`config.mk`:
```
export PLATFORM = sky130hd
export DESIGN_NAME = rfid_ascii_frame_access_check_flat
export DESIGN_NICKNAME = d
export VERILOG_FILES = /design/src/rtl/rfac_pkg.sv /design/src/rtl/rfac_in_if.sv /design/src/rtl/rfac_out_if.sv /design/src/rtl/rfid_ascii_frame_access_check.sv /design/src/rtl/rfac_frame_rx.sv /design/src/rtl/rfac_card_table.sv /design/src/rtl/rfac_verdict.sv /design/src/rtl/rfac_out_buf.sv /design/src/flat_wrapper.sv
export SDC_FILE = /design/constraint.sdc
export NUM_CORES = 1
export LEC_CHECK = 0
export ABC_AREA = 1
export ABC_CLOCK_PERIOD_IN_PS = 3800
export BUFFER_PORTS_ARGS = -buffer_cell sky130_fd_sc_hd__buf_4
export CAP_MARGIN = 15
export CORE_UTILIZATION = 58
export CTS_BUF_LIST = sky130_fd_sc_hd__clkbuf_16
export DETAILED_ROUTE_END_ITERATION = 10
export HOLD_SLACK_MARGIN = 0.08
export PLACE_DENSITY = 0.85
export SYNTH_ARGS = -nofsm -noshare
export SYNTH_HDL_FRONTEND = slang
export SYNTH_SLANG_ARGS = --single-unit
```
`constraint.sdc`:
```
create_clock -name clk_i -period 3.8 [get_ports clk_i]
set_input_delay 0.76 -clock clk_i [delete_from_list [all_inputs] [get_ports clk_i]]
set_output_delay 0.76 -clock clk_i [all_outputs]
set_load 0.005 [all_outputs]
```
`src/rtl/rfac_pkg.sv`:
```
package rfac_pkg;

  localparam int FRAME_DIGITS = 12;
  localparam int CNT_W        = 4;
  localparam int SHIFT_W      = 4 * FRAME_DIGITS;
  localparam int BYTE_W       = 8;
  localparam int IDX_W        = 3;
  localparam int CARD_W       = 32;
  localparam int OPEN_W       = 8;
  // entries reachable through the index field
  localparam int MAX_ENTRY    = 8;

  localparam logic [BYTE_W-1:0] START_MARK = 8'h2A;
  localparam logic [BYTE_W-1:0] END_MARK   = 8'h23;
  localparam logic [CNT_W-1:0]  CNT_FULL   = 4'd12;
  localparam logic [CNT_W-1:0]  CNT_LONG   = 4'd13;

  typedef enum logic {
    CMD_RX    = 1'b0,
    CMD_WRITE = 1'b1
  } cmd_e;

  typedef enum logic [2:0] {
    V_GRANTED   = 3'd0,
    V_DENIED    = 3'd1,
    V_UNKNOWN   = 3'd2,
    V_CHECKSUM  = 3'd3,
    V_BAD_DIGIT = 3'd4,
    V_SHORT     = 3'd5,
    V_LONG      = 3'd6
  } verdict_e;

  typedef struct packed {
    logic [CNT_W-1:0]   count;
    logic               bad;
    logic [SHIFT_W-1:0] shift;
  } frame_t;

  typedef struct packed {
    logic              hit;
    logic [IDX_W-1:0]  index;
    logic              allowed;
    logic [OPEN_W-1:0] open_time;
  } lookup_t;

  typedef struct packed {
    verdict_e          verdict;
    logic [CARD_W-1:0] card_number;
    logic [BYTE_W-1:0] header_byte;
    logic [IDX_W-1:0]  match_index;
    logic              reply_byte;
    logic [OPEN_W-1:0] open_seconds;
  } result_t;

  // {ok, nibble}
  function automatic logic [4:0] hex_value(logic [BYTE_W-1:0] c);
    logic [4:0] r;
    r = 5'd0;
    if (c >= 8'h30 && c <= 8'h39) begin
      r = {1'b1, c[3:0]};
    end else if ((c >= 8'h41 && c <= 8'h46) || (c >= 8'h61 && c <= 8'h66)) begin
      r = {1'b1, c[3:0] + 4'd9};
    end
    return r;
  endfunction

endpackage

```
`src/rtl/rfac_in_if.sv`:
```
interface rfac_in_if;
  logic        valid;
  logic        ready;
  logic        cmd;
  logic [7:0]  rx_byte;
  logic [2:0]  entry_index;
  logic [31:0] entry_card;
  logic        entry_allowed;
  logic [7:0]  entry_open_time;

  modport source (
    output valid, cmd, rx_byte, entry_index, entry_card, entry_allowed, entry_open_time,
    input  ready
  );
  modport sink (
    input  valid, cmd, rx_byte, entry_index, entry_card, entry_allowed, entry_open_time,
    output ready
  );
endinterface

```
`src/rtl/rfac_out_if.sv`:
```
interface rfac_out_if;
  logic        valid;
  logic        ready;
  logic [2:0]  verdict;
  logic [31:0] card_number;
  logic [7:0]  header_byte;
  logic [2:0]  match_index;
  logic        reply_byte;
  logic [7:0]  open_seconds;

  modport source (
    output valid, verdict, card_number, header_byte, match_index, reply_byte, open_seconds,
    input  ready
  );
  modport sink (
    input  valid, verdict, card_number, header_byte, match_index, reply_byte, open_seconds,
    output ready
  );
endinterface

```
`src/rtl/rfid_ascii_frame_access_check.sv`:
```
// A frame's result is pushed into the output queue with the request holding the end mark.
// Throughput: one request per cycle; results go through a two-entry queue and
//   the input stalls only while both entries wait.
// The card table is compared in parallel and combinationally, so a lookup adds no register.
// Reset (async, active low) clears the frame state, the card table and the
//   queue at once; requests are taken from the first cycle after reset.
module rfid_ascii_frame_access_check import rfac_pkg::*; #(
  parameter int TABLE_DEPTH = 8
) (
  input  logic       clk_i,
  input  logic       rst_ni,
  rfac_in_if.sink    req_i,
  rfac_out_if.source res_o
);

  // entries above the index field can never be written and never grant
  localparam int NUM_ENTRY = (TABLE_DEPTH < MAX_ENTRY) ? TABLE_DEPTH : MAX_ENTRY;

  logic              accept;
  logic              full;
  logic              frame_end;
  frame_t            frame;
  lookup_t           lookup;
  logic [CARD_W-1:0] card;
  result_t           result;
  result_t           res_data;

  assign req_i.ready = !full;
  assign accept      = req_i.valid && req_i.ready;

  rfac_frame_rx u_frame_rx (
    .clk_i    (clk_i),
    .rst_ni   (rst_ni),
    .accept_i (accept),
    .cmd_i    (req_i.cmd),
    .byte_i   (req_i.rx_byte),
    .frame_o  (frame),
    .end_o    (frame_end)
  );

  rfac_card_table #(
    .NUM_ENTRY (NUM_ENTRY)
  ) u_card_table (
    .clk_i        (clk_i),
    .rst_ni       (rst_ni),
    .wr_en_i      (accept && (req_i.cmd == CMD_WRITE)),
    .wr_index_i   (req_i.entry_index),
    .wr_card_i    (req_i.entry_card),
    .wr_allowed_i (req_i.entry_allowed),
    .wr_open_i    (req_i.entry_open_time),
    .card_i       (card),
    .lookup_o     (lookup)
  );

  rfac_verdict u_verdict (
    .frame_i  (frame),
    .lookup_i (lookup),
    .card_o   (card),
    .result_o (result)
  );

  rfac_out_buf u_out_buf (
    .clk_i   (clk_i),
    .rst_ni  (rst_ni),
    .push_i  (frame_end),
    .data_i  (result),
    .full_o  (full),
    .valid_o (res_o.valid),
    .ready_i (res_o.ready),
    .data_o  (res_data)
  );

  assign res_o.verdict      = res_data.verdict;
  assign res_o.card_number  = res_data.card_number;
  assign res_o.header_byte  = res_data.header_byte;
  assign res_o.match_index  = res_data.match_index;
  assign res_o.reply_byte   = res_data.reply_byte;
  assign res_o.open_seconds = res_data.open_seconds;

endmodule

```
`src/rtl/rfac_frame_rx.sv`:
```
module rfac_frame_rx import rfac_pkg::*; (
  input  logic              clk_i,
  input  logic              rst_ni,
  input  logic              accept_i,
  input  logic              cmd_i,
  input  logic [BYTE_W-1:0] byte_i,
  output frame_t            frame_o,
  output logic              end_o
);

  logic   in_frame_q, in_frame_d;
  frame_t frame_q, frame_d;
  logic [4:0] hex;
  logic       rx;

  assign rx    = accept_i && (cmd_i == CMD_RX);
  assign end_o = rx && in_frame_q && (byte_i == END_MARK);
  assign hex   = hex_value(byte_i);

  always_comb begin
    in_frame_d = in_frame_q;
    frame_d    = frame_q;
    if (rx) begin
      if (!in_frame_q) begin
        if (byte_i == START_MARK) begin
          in_frame_d = 1'b1;
          frame_d    = '0;
        end
      end else if (byte_i == END_MARK) begin
        in_frame_d = 1'b0;
        frame_d    = '0;
      end else if (frame_q.count < CNT_FULL) begin
        // a bad digit shifts in as zero
        frame_d.shift = {frame_q.shift[SHIFT_W-5:0], hex[3:0]};
        frame_d.bad   = frame_q.bad | ~hex[4];
        frame_d.count = frame_q.count + 4'd1;
      end else begin
        frame_d.count = CNT_LONG;
      end
    end
  end

  always_ff @(posedge clk_i or negedge rst_ni) begin
    if (!rst_ni) begin
      in_frame_q <= 1'b0;
      frame_q    <= '0;
    end else begin
      in_frame_q <= in_frame_d;
      frame_q    <= frame_d;
    end
  end

  assign frame_o = frame_q;

endmodule

```
`src/rtl/rfac_card_table.sv`:
```
module rfac_card_table import rfac_pkg::*; #(
  parameter int NUM_ENTRY = 8
) (
  input  logic              clk_i,
  input  logic              rst_ni,
  input  logic              wr_en_i,
  input  logic [IDX_W-1:0]  wr_index_i,
  input  logic [CARD_W-1:0] wr_card_i,
  input  logic              wr_allowed_i,
  input  logic [OPEN_W-1:0] wr_open_i,
  input  logic [CARD_W-1:0] card_i,
  output lookup_t           lookup_o
);

  logic [CARD_W-1:0] card_q    [NUM_ENTRY];
  logic              allowed_q [NUM_ENTRY];
  logic [OPEN_W-1:0] open_q    [NUM_ENTRY];

  logic              any;
  logic [IDX_W-1:0]  first;
  logic              sel_allowed;
  logic [OPEN_W-1:0] sel_open;

  always_ff @(posedge clk_i or negedge rst_ni) begin
    if (!rst_ni) begin
      for (int j = 0; j < NUM_ENTRY; j++) begin
        card_q[j]    <= '0;
        allowed_q[j] <= 1'b0;
        open_q[j]    <= '0;
      end
    end else begin
      for (int j = 0; j < NUM_ENTRY; j++) begin
        if (wr_en_i && (wr_index_i == IDX_W'(j))) begin
          card_q[j]    <= wr_card_i;
          allowed_q[j] <= wr_allowed_i;
          open_q[j]    <= wr_open_i;
        end
      end
    end
  end

  // parallel compare, lowest matching entry wins
  always_comb begin
    any         = 1'b0;
    first       = '0;
    sel_allowed = 1'b0;
    sel_open    = '0;
    for (int j = NUM_ENTRY - 1; j >= 0; j--) begin
      if (card_q[j] == card_i) begin
        any         = 1'b1;
        first       = IDX_W'(j);
        sel_allowed = allowed_q[j];
        sel_open    = open_q[j];
      end
    end
  end

  // entry 0 never counts as a hit
  assign lookup_o.hit       = any && (first != '0);
  assign lookup_o.index     = first;
  assign lookup_o.allowed   = sel_allowed;
  assign lookup_o.open_time = sel_open;

endmodule

```
`src/rtl/rfac_verdict.sv`:
```
module rfac_verdict import rfac_pkg::*; (
  input  frame_t            frame_i,
  input  lookup_t           lookup_i,
  output logic [CARD_W-1:0] card_o,
  output result_t           result_o
);

  logic [BYTE_W-1:0] hdr;
  logic [BYTE_W-1:0] ck;
  logic [BYTE_W-1:0] sum;

  assign hdr    = frame_i.shift[47:40];
  assign card_o = frame_i.shift[39:8];
  assign ck     = frame_i.shift[7:0];
  assign sum    = hdr ^ card_o[31:24] ^ card_o[23:16] ^ card_o[15:8] ^ card_o[7:0];

  always_comb begin
    result_o = '0;
    if (frame_i.count < CNT_FULL) begin
      result_o.verdict = V_SHORT;
    end else if (frame_i.count > CNT_FULL) begin
      result_o.verdict = V_LONG;
    end else if (frame_i.bad) begin
      result_o.verdict = V_BAD_DIGIT;
    end else begin
      result_o.card_number = card_o;
      result_o.header_byte = hdr;
      if (sum != ck) begin
        result_o.verdict = V_CHECKSUM;
      end else if (!lookup_i.hit) begin
        result_o.verdict = V_UNKNOWN;
      end else begin
        result_o.match_index = lookup_i.index;
        if (lookup_i.allowed) begin
          result_o.verdict      = V_GRANTED;
          result_o.reply_byte   = 1'b1;
          result_o.open_seconds = lookup_i.open_time;
        end else begin
          result_o.verdict = V_DENIED;
        end
      end
    end
  end

endmodule

```
`src/rtl/rfac_out_buf.sv`:
```
module rfac_out_buf import rfac_pkg::*; (
  input  logic    clk_i,
  input  logic    rst_ni,
  input  logic    push_i,
  input  result_t data_i,
  output logic    full_o,
  output logic    valid_o,
  input  logic    ready_i,
  output result_t data_o
);

  result_t    mem_q [2];
  logic       wr_ptr_q, wr_ptr_d;
  logic       rd_ptr_q, rd_ptr_d;
  logic [1:0] count_q, count_d;
  logic       pop;

  assign valid_o = (count_q != 2'd0);
  assign full_o  = (count_q == 2'd2);
  assign pop     = valid_o && ready_i;
  assign data_o  = mem_q[rd_ptr_q];

  always_comb begin
    wr_ptr_d = wr_ptr_q ^ push_i;
    rd_ptr_d = rd_ptr_q ^ pop;
    count_d  = count_q + {1'b0, push_i} - {1'b0, pop};
  end

  always_ff @(posedge clk_i) begin
    if (push_i) begin
      mem_q[wr_ptr_q] <= data_i;
    end
  end

  always_ff @(posedge clk_i or negedge rst_ni) begin
    if (!rst_ni) begin
      wr_ptr_q <= 1'b0;
      rd_ptr_q <= 1'b0;
      count_q  <= 2'd0;
    end else begin
      wr_ptr_q <= wr_ptr_d;
      rd_ptr_q <= rd_ptr_d;
      count_q  <= count_d;
    end
  end

endmodule

```
`src/flat_wrapper.sv`:
```
// flat-port wrapper written by rule: the top's interface ports become plain ports
module rfid_ascii_frame_access_check_flat import rfac_pkg::*;
#(
  parameter int TABLE_DEPTH = 8
)
  (clk_i, rst_ni, req_i_valid, req_i_cmd, req_i_rx_byte, req_i_entry_index, req_i_entry_card, req_i_entry_allowed, req_i_entry_open_time, req_i_ready, res_o_valid, res_o_verdict, res_o_card_number, res_o_header_byte, res_o_match_index, res_o_reply_byte, res_o_open_seconds, res_o_ready);
  rfac_in_if req_i_i ();
  rfac_out_if res_o_i ();
  input  logic clk_i;
  input  logic rst_ni;
  input wire logic [$bits(req_i_i.valid)-1:0] req_i_valid;
  input wire logic [$bits(req_i_i.cmd)-1:0] req_i_cmd;
  input wire logic [$bits(req_i_i.rx_byte)-1:0] req_i_rx_byte;
  input wire logic [$bits(req_i_i.entry_index)-1:0] req_i_entry_index;
  input wire logic [$bits(req_i_i.entry_card)-1:0] req_i_entry_card;
  input wire logic [$bits(req_i_i.entry_allowed)-1:0] req_i_entry_allowed;
  input wire logic [$bits(req_i_i.entry_open_time)-1:0] req_i_entry_open_time;
  output wire logic [$bits(req_i_i.ready)-1:0] req_i_ready;
  output wire logic [$bits(res_o_i.valid)-1:0] res_o_valid;
  output wire logic [$bits(res_o_i.verdict)-1:0] res_o_verdict;
  output wire logic [$bits(res_o_i.card_number)-1:0] res_o_card_number;
  output wire logic [$bits(res_o_i.header_byte)-1:0] res_o_header_byte;
  output wire logic [$bits(res_o_i.match_index)-1:0] res_o_match_index;
  output wire logic [$bits(res_o_i.reply_byte)-1:0] res_o_reply_byte;
  output wire logic [$bits(res_o_i.open_seconds)-1:0] res_o_open_seconds;
  input wire logic [$bits(res_o_i.ready)-1:0] res_o_ready;
  assign req_i_i.valid = req_i_valid;
  assign req_i_i.cmd = req_i_cmd;
  assign req_i_i.rx_byte = req_i_rx_byte;
  assign req_i_i.entry_index = req_i_entry_index;
  assign req_i_i.entry_card = req_i_entry_card;
  assign req_i_i.entry_allowed = req_i_entry_allowed;
  assign req_i_i.entry_open_time = req_i_entry_open_time;
  assign req_i_ready = req_i_i.ready;
  assign res_o_valid = res_o_i.valid;
  assign res_o_verdict = res_o_i.verdict;
  assign res_o_card_number = res_o_i.card_number;
  assign res_o_header_byte = res_o_i.header_byte;
  assign res_o_match_index = res_o_i.match_index;
  assign res_o_reply_byte = res_o_i.reply_byte;
  assign res_o_open_seconds = res_o_i.open_seconds;
  assign res_o_i.ready = res_o_ready;
  rfid_ascii_frame_access_check #(.TABLE_DEPTH(TABLE_DEPTH)) u_core (.clk_i(clk_i), .rst_ni(rst_ni), .req_i(req_i_i), .res_o(res_o_i));
endmodule
```
; Yosys cells after proc, flatten, opt, wreduce, memory -nomap -nowiden
; Memory sizes are Yosys's and may differ from the RTL's.
; Cells that the tools add are included.
[op_classes]
addsub = 4
order_cmp = 8
n_eq_ne = 20
n_mux = 56
n_bitwise = 9
reduce_logical = 26
[ops]
columns = cell, count
row1 = $eq A32 B32 Y1, 8
row2 = $mux W53, 3
row3 = $mux W52, 3
row4 = $mux W8, 8
row5 = $mux W49, 1
row6 = $mux W3, 13
row7 = $xor A8 B8 Y8, 4
row8 = $mux W12, 2
row9 = $mux W1, 22
row10 = $logic_and A1 B1 Y1, 18
row11 = $eq A8 B6 Y1 const B, 2
row12 = $ge A8 B7 Y1 const B, 2
row13 = $le A8 B7 Y1 const B, 2
row14 = $eq A3 B3 Y1 const B, 4
row15 = $mux W5, 2
row16 = $mux W9, 1
row17 = $ge A8 B6 Y1 const B, 1
row18 = $le A8 B6 Y1 const B, 1
row19 = $ne A8 B8 Y1, 1
row20 = $eq A3 B2 Y1 const B, 2
row21 = $add A4 B1 Y4 const B, 1
row22 = $add A4 B4 Y4 const B, 1
row23 = $gt A4 B4 Y1 const B, 1
row24 = $lt A4 B4 Y1 const B, 1
row25 = other kinds (16), 19
[word_totals]
regBits = 386
ramBits = 110
in_bits = 57
out_inout_bits = 57
wordCells = 155
mem_count = 1
[memory_table]
columns = name, depth, word_bits, read_ports, rd_clocked_by_memory_dff, wr, line_no
row1 = u_core.u_out_buf.mem_q, 2, 55, 1, 0, 1, rfac_out_buf.sv:12  ; result_t mem_q [2];

; Logic depth before layout (Yosys ltp)
[logic_depth]
ltp_word = 16
mapped_depth = 20
mapped_depth_nobuf = 18

; Cells and area by module
; From an unflattened synthesis, not the netlist that was laid out.
[unflattened]
cells_unflattened = 3121
area_unflattened_um2 = 25259.2
[by_module_without_submodules]
columns = module, instances, cells_each, area_per_inst_um2, seq_area_each_um2
row1 = rfac_card_table, 1, 2163, 16952.5, 8207.9
row2 = rfac_out_buf, 1, 316, 4269.1, 3403.3
row3 = rfac_frame_rx, 1, 293, 2482.4, 1351.3
row4 = rfac_verdict, 1, 344, 1531.5, 0.0
row5 = rfid_ascii_frame_access_check, 1, 5, 23.8, 0.0

; Worst setup path after synthesis
; OpenSTA, ideal clock, no wires.
[synth_timing]
kind = input to register
from = in req_i_rx_byte[6]
to = mem u_core.u_out_buf.mem_q[1][0] (netlist name) (enable)
setup_ps = 419
arrival_ps = 2760
t_required_ps = 3381
slack_ps = 621
stages = 6
n_path_buf = 0
path_cell_list = nor2_1 > inv_1 > nor3_1 > nand3_1 > nor2_1 > ha_1
[synth_between]
elab_chain_len = 4
[synth_lines]
columns = element, line_no
row1 = "start, declared", flat_wrapper.sv:13  ; input wire logic [$bits(req_i_i.rx_byte)-1:0] req_i_rx_byte;
row2 = $eq A8 B6 Y1, rfac_frame_rx.sv:17  ; assign end_o = rx && in_frame_q && (byte_i == END_MARK);
row3 = $logic_and A1 B1 Y1, rfac_frame_rx.sv:17
row4 = $mux W1, rfac_out_buf.sv:30  ; if (push_i) begin
row5 = $mux W1 (not written as such), rfac_out_buf.sv:31  ; mem_q[wr_ptr_q] <= data_i;
row6 = "end, declared", rfac_out_buf.sv:12
; Every way passes these cells.

==> impl_metrics.toml <==
[outcome]
status = "finished, final reports clean"

[synth]
synth_seq_cells = 496
synth_top_area_share_pct = 40.0
netlist_top_cells_count = "892 x nand2_1, 386 x dfrtp_1, 271 x inv_1"
syn_inst = 2720
synth_edf_count = 110
ys_warn_count = 0
yosysMostFrequentCell = "nand2_1"
netlist_area_um2 = 24200
async_reset_ff_share_pct = 77.8
synth_top_flop_cell = "dfrtp_1"
syn_avg_cell_area_um2 = 8.88
synth.area.top_cells = "dfrtp_1 40%, nand2_1 14%, edfxtp_1 14%"
synth_cell_types = 41
syn_nets = 2787
synth-seq-area-share_pct = 53.7
yosysTopAreaCell = "dfrtp_1"

[worst_setup_path]
cp_max_fo = 18
end_kind = "flip-flop"
reg2reg_depth = 15
cp_data_arrival_time_ps = 3720
r2r_setup_slack_ps = 420
path_cells = "inv_1 > nand2_1 > nand4_1 > nor2_1 > nand2_1 > nor2_1 > nand2_2 > nand2_1 > nor2_1 > o21ai_2 > nand2_1 > nand3_1 > nand2_1 > nand2_1 > nand2_1"
max_stage_delay_ps = 790
path_class = "flip-flop to flip-flop"
critPathBufInv = 1
r2r-start = "u_core.u_frame_rx.frame_o[32]"
startpoint_type = "flip-flop"
path_common_cell = "nand2_1"
cp.required_ps = 4140
cpMaxStageDelayCell = "dfrtp_1"
reg2reg_to = "u_core.u_out_buf.mem_q[0][52]"
cpLargestDelayFamily = "simple AND/OR/NAND/NOR gates"

[global_route]
grt_max_degree = 112
groute.usage.overall_pct = 32.3
grt_pass1_wl_um = 105000
gr-usage-met1_pct = 41.5
top_usage_layer = "met2"
use_met2_pct = 50.9
grt-ovfl-total = 0
antenna_found_initial = 4
grt_pass1_vias = 19293
gr-usage-met3_pct = 7.54

[clocking]
clockRootBuffer = "clkbuf_16"
postCtsSetupBuffers = 0
clkTransAtPathRegs_ps = 70
clockBufferDepth = 3
cts.sinks = 496
cts_resized = 0
htreeDepth = 2
cts_tree = "done"
cts_buffers = 50
cts_hold_buffers = 0
clk-insertion-delay-late_ps = 610

[sta]
period_minus_slack_ps = 3380
fmax_mhz = 296
worst-slew-pin-transition_ps = 745
timing.final.crit_share_pct = 89.0
rsz0062_at_grt = "no"
finalHoldViolCount = 0
setup_viol = 0
slew_viol_final = 0
fin_skew_ps = 22.2
slew_headroom_pct = 50.2
fin_setup_tns_ps = 0

[routing]
vias = 19874
drt-wirelength-per-cell_um = 20.0
vias_per_cell = 5.91
dr.pass1.iters = 8
ant_nets = 0
wl_um = 67300
drt_iter0_markers = 2560
route.detailed.drc = 0

[placement]
place_hpwl_um = 45000
dp_cells = 3268
gp_congestion = 0.975
port_buffers = 113

[finish]
multiInputGateArea_um2 = 9430
final_util_pct = 66.0
final_nets = 2855
nFillCells = 3003
area_delta_synth_final_pct = 11.8
seqCellArea_um2 = 13000
drive_gt1_share_pct = 14.5
final_cells = 3361

[min_path]
hp-class = "primary input to async pin"

[die]
dieWidth_um = 206
row_count = 74
dieHeight_um = 206
io_pins = 114
die_area_um2 = 42500
coreArea_um2 = 40900
start_util_pct = 59.0

[pwr]
p_per_area_nw_per_um2 = 775
vdd_drop_max_v = 0.000473
p_total_w = 0.0209
p_leak_nw = 12.4

[run]
cap_violations = 0
worst max path at each step:
stage,startpoint,to,depth (start not counted)
finish,u_core.u_frame_rx.frame_o[32],u_core.u_out_buf.mem_q[0][52],15
global route,u_core.u_frame_rx.frame_o[32],u_core.u_out_buf.mem_q[0][52],15
CTS,u_core.u_frame_rx.frame_o[32],u_core.u_out_buf.mem_q[0][52],15
detailed placement,u_core.u_frame_rx.frame_o[32],u_core.u_out_buf.mem_q[1][52],15
global placement,u_core.u_frame_rx.frame_o[32],u_core.u_out_buf.mem_q[0][52],15
floorplan,req_i_rx_byte[6],u_core.u_out_buf.mem_q[1][0],6
per-stage QoR:
stage | setup WS [ps] | instance area, µm² | hold WS (ps)
3_3_place_gp | 694 | 25300 | 478
6_report | 418 | 27000 | 169
4_1_cts | 584 | 27000 | 183
5_1_grt | 233 | 27000 | 228
3_5_place_dp | 629 | 25300 | 490
2_1_floorplan | 621 | 24200 | 461
layout make-up:
cell class	count	share of cell area (%)
inverters	296	4.23
clock inverters	39	1.50
flip-flops and latches	496	48.0
diodes	3	0.0278
well taps	532	2.46
clock buffers	51	4.73
repair buffers	140	4.15
multi-input cells	1804	34.9
logic make-up after synthesis:
group	share of synthesized area, %
multiplexers	6.15
buffers and inverters	7.60
flip-flops	53.7
adder cells (fa/ha/maj)	0.518
AO/OA/AOI/OAI	6.85
AND/OR/NAND/NOR	20.1
XOR/XNOR	5.11
metal layers:
metal / wire length [µm] / vias up
li1: - / 8766
met1: 25200 / 9570
met2: 30900 / 1268
met3: 7740 / 270
met4: 3480 / 0
met5: 0 / -
layout by cell type (no fill, tap or decap), types with 5 or more instances in the layout:
cell and count:
buf_12 5, nor2_2 10, dfrtp_1 385, a21oi_1 13
xnor2_1 80, xor2_1 61, bufinv_16 8, inv_6 6
nand3_1 20, o21ai_0 243, buf_4 134, clkbuf_16 51
inv_1 279, inv_4 7, nand2_1 892, o22ai_1 46
mux2_2 132, ha_1 8, clkinv_2 8, nor3_1 14
inv_2 15, clkinv_1 9, nand4_1 57, edfxtp_1 110
nor2_1 189, nand2_2 7
report_power, final:
| group | internal [W] | leakage (nW) | switching, W | total (W) |
|---|---|---|---|---|
| logic | 0.00281 | 5.78 | 0.00422 | 0.00703 |
| registers | 0.00724 | 5.77 | 0.00153 | 0.00877 |
| clock network | 0.00298 | 0.853 | 0.00213 | 0.00512 |
| total | 0.0130 | 12.4 | 0.00788 | 0.0209 |
sequential cells by signal, summed over array words and instances (netlist names):
name	cells
u_core.u_out_buf.count_q	2
u_core.u_out_buf.rd_ptr_q	1
u_core.u_out_buf.wr_ptr_q	1
u_core.u_card_table.card_q	256
u_core.u_card_table.open_q	64
u_core.u_frame_rx.frame_o	53
u_core.u_card_table.allowed_q	8
u_core.u_frame_rx.in_frame_q	1
u_core.u_out_buf.mem_q	110
Power figures use the tool's default switching activity.
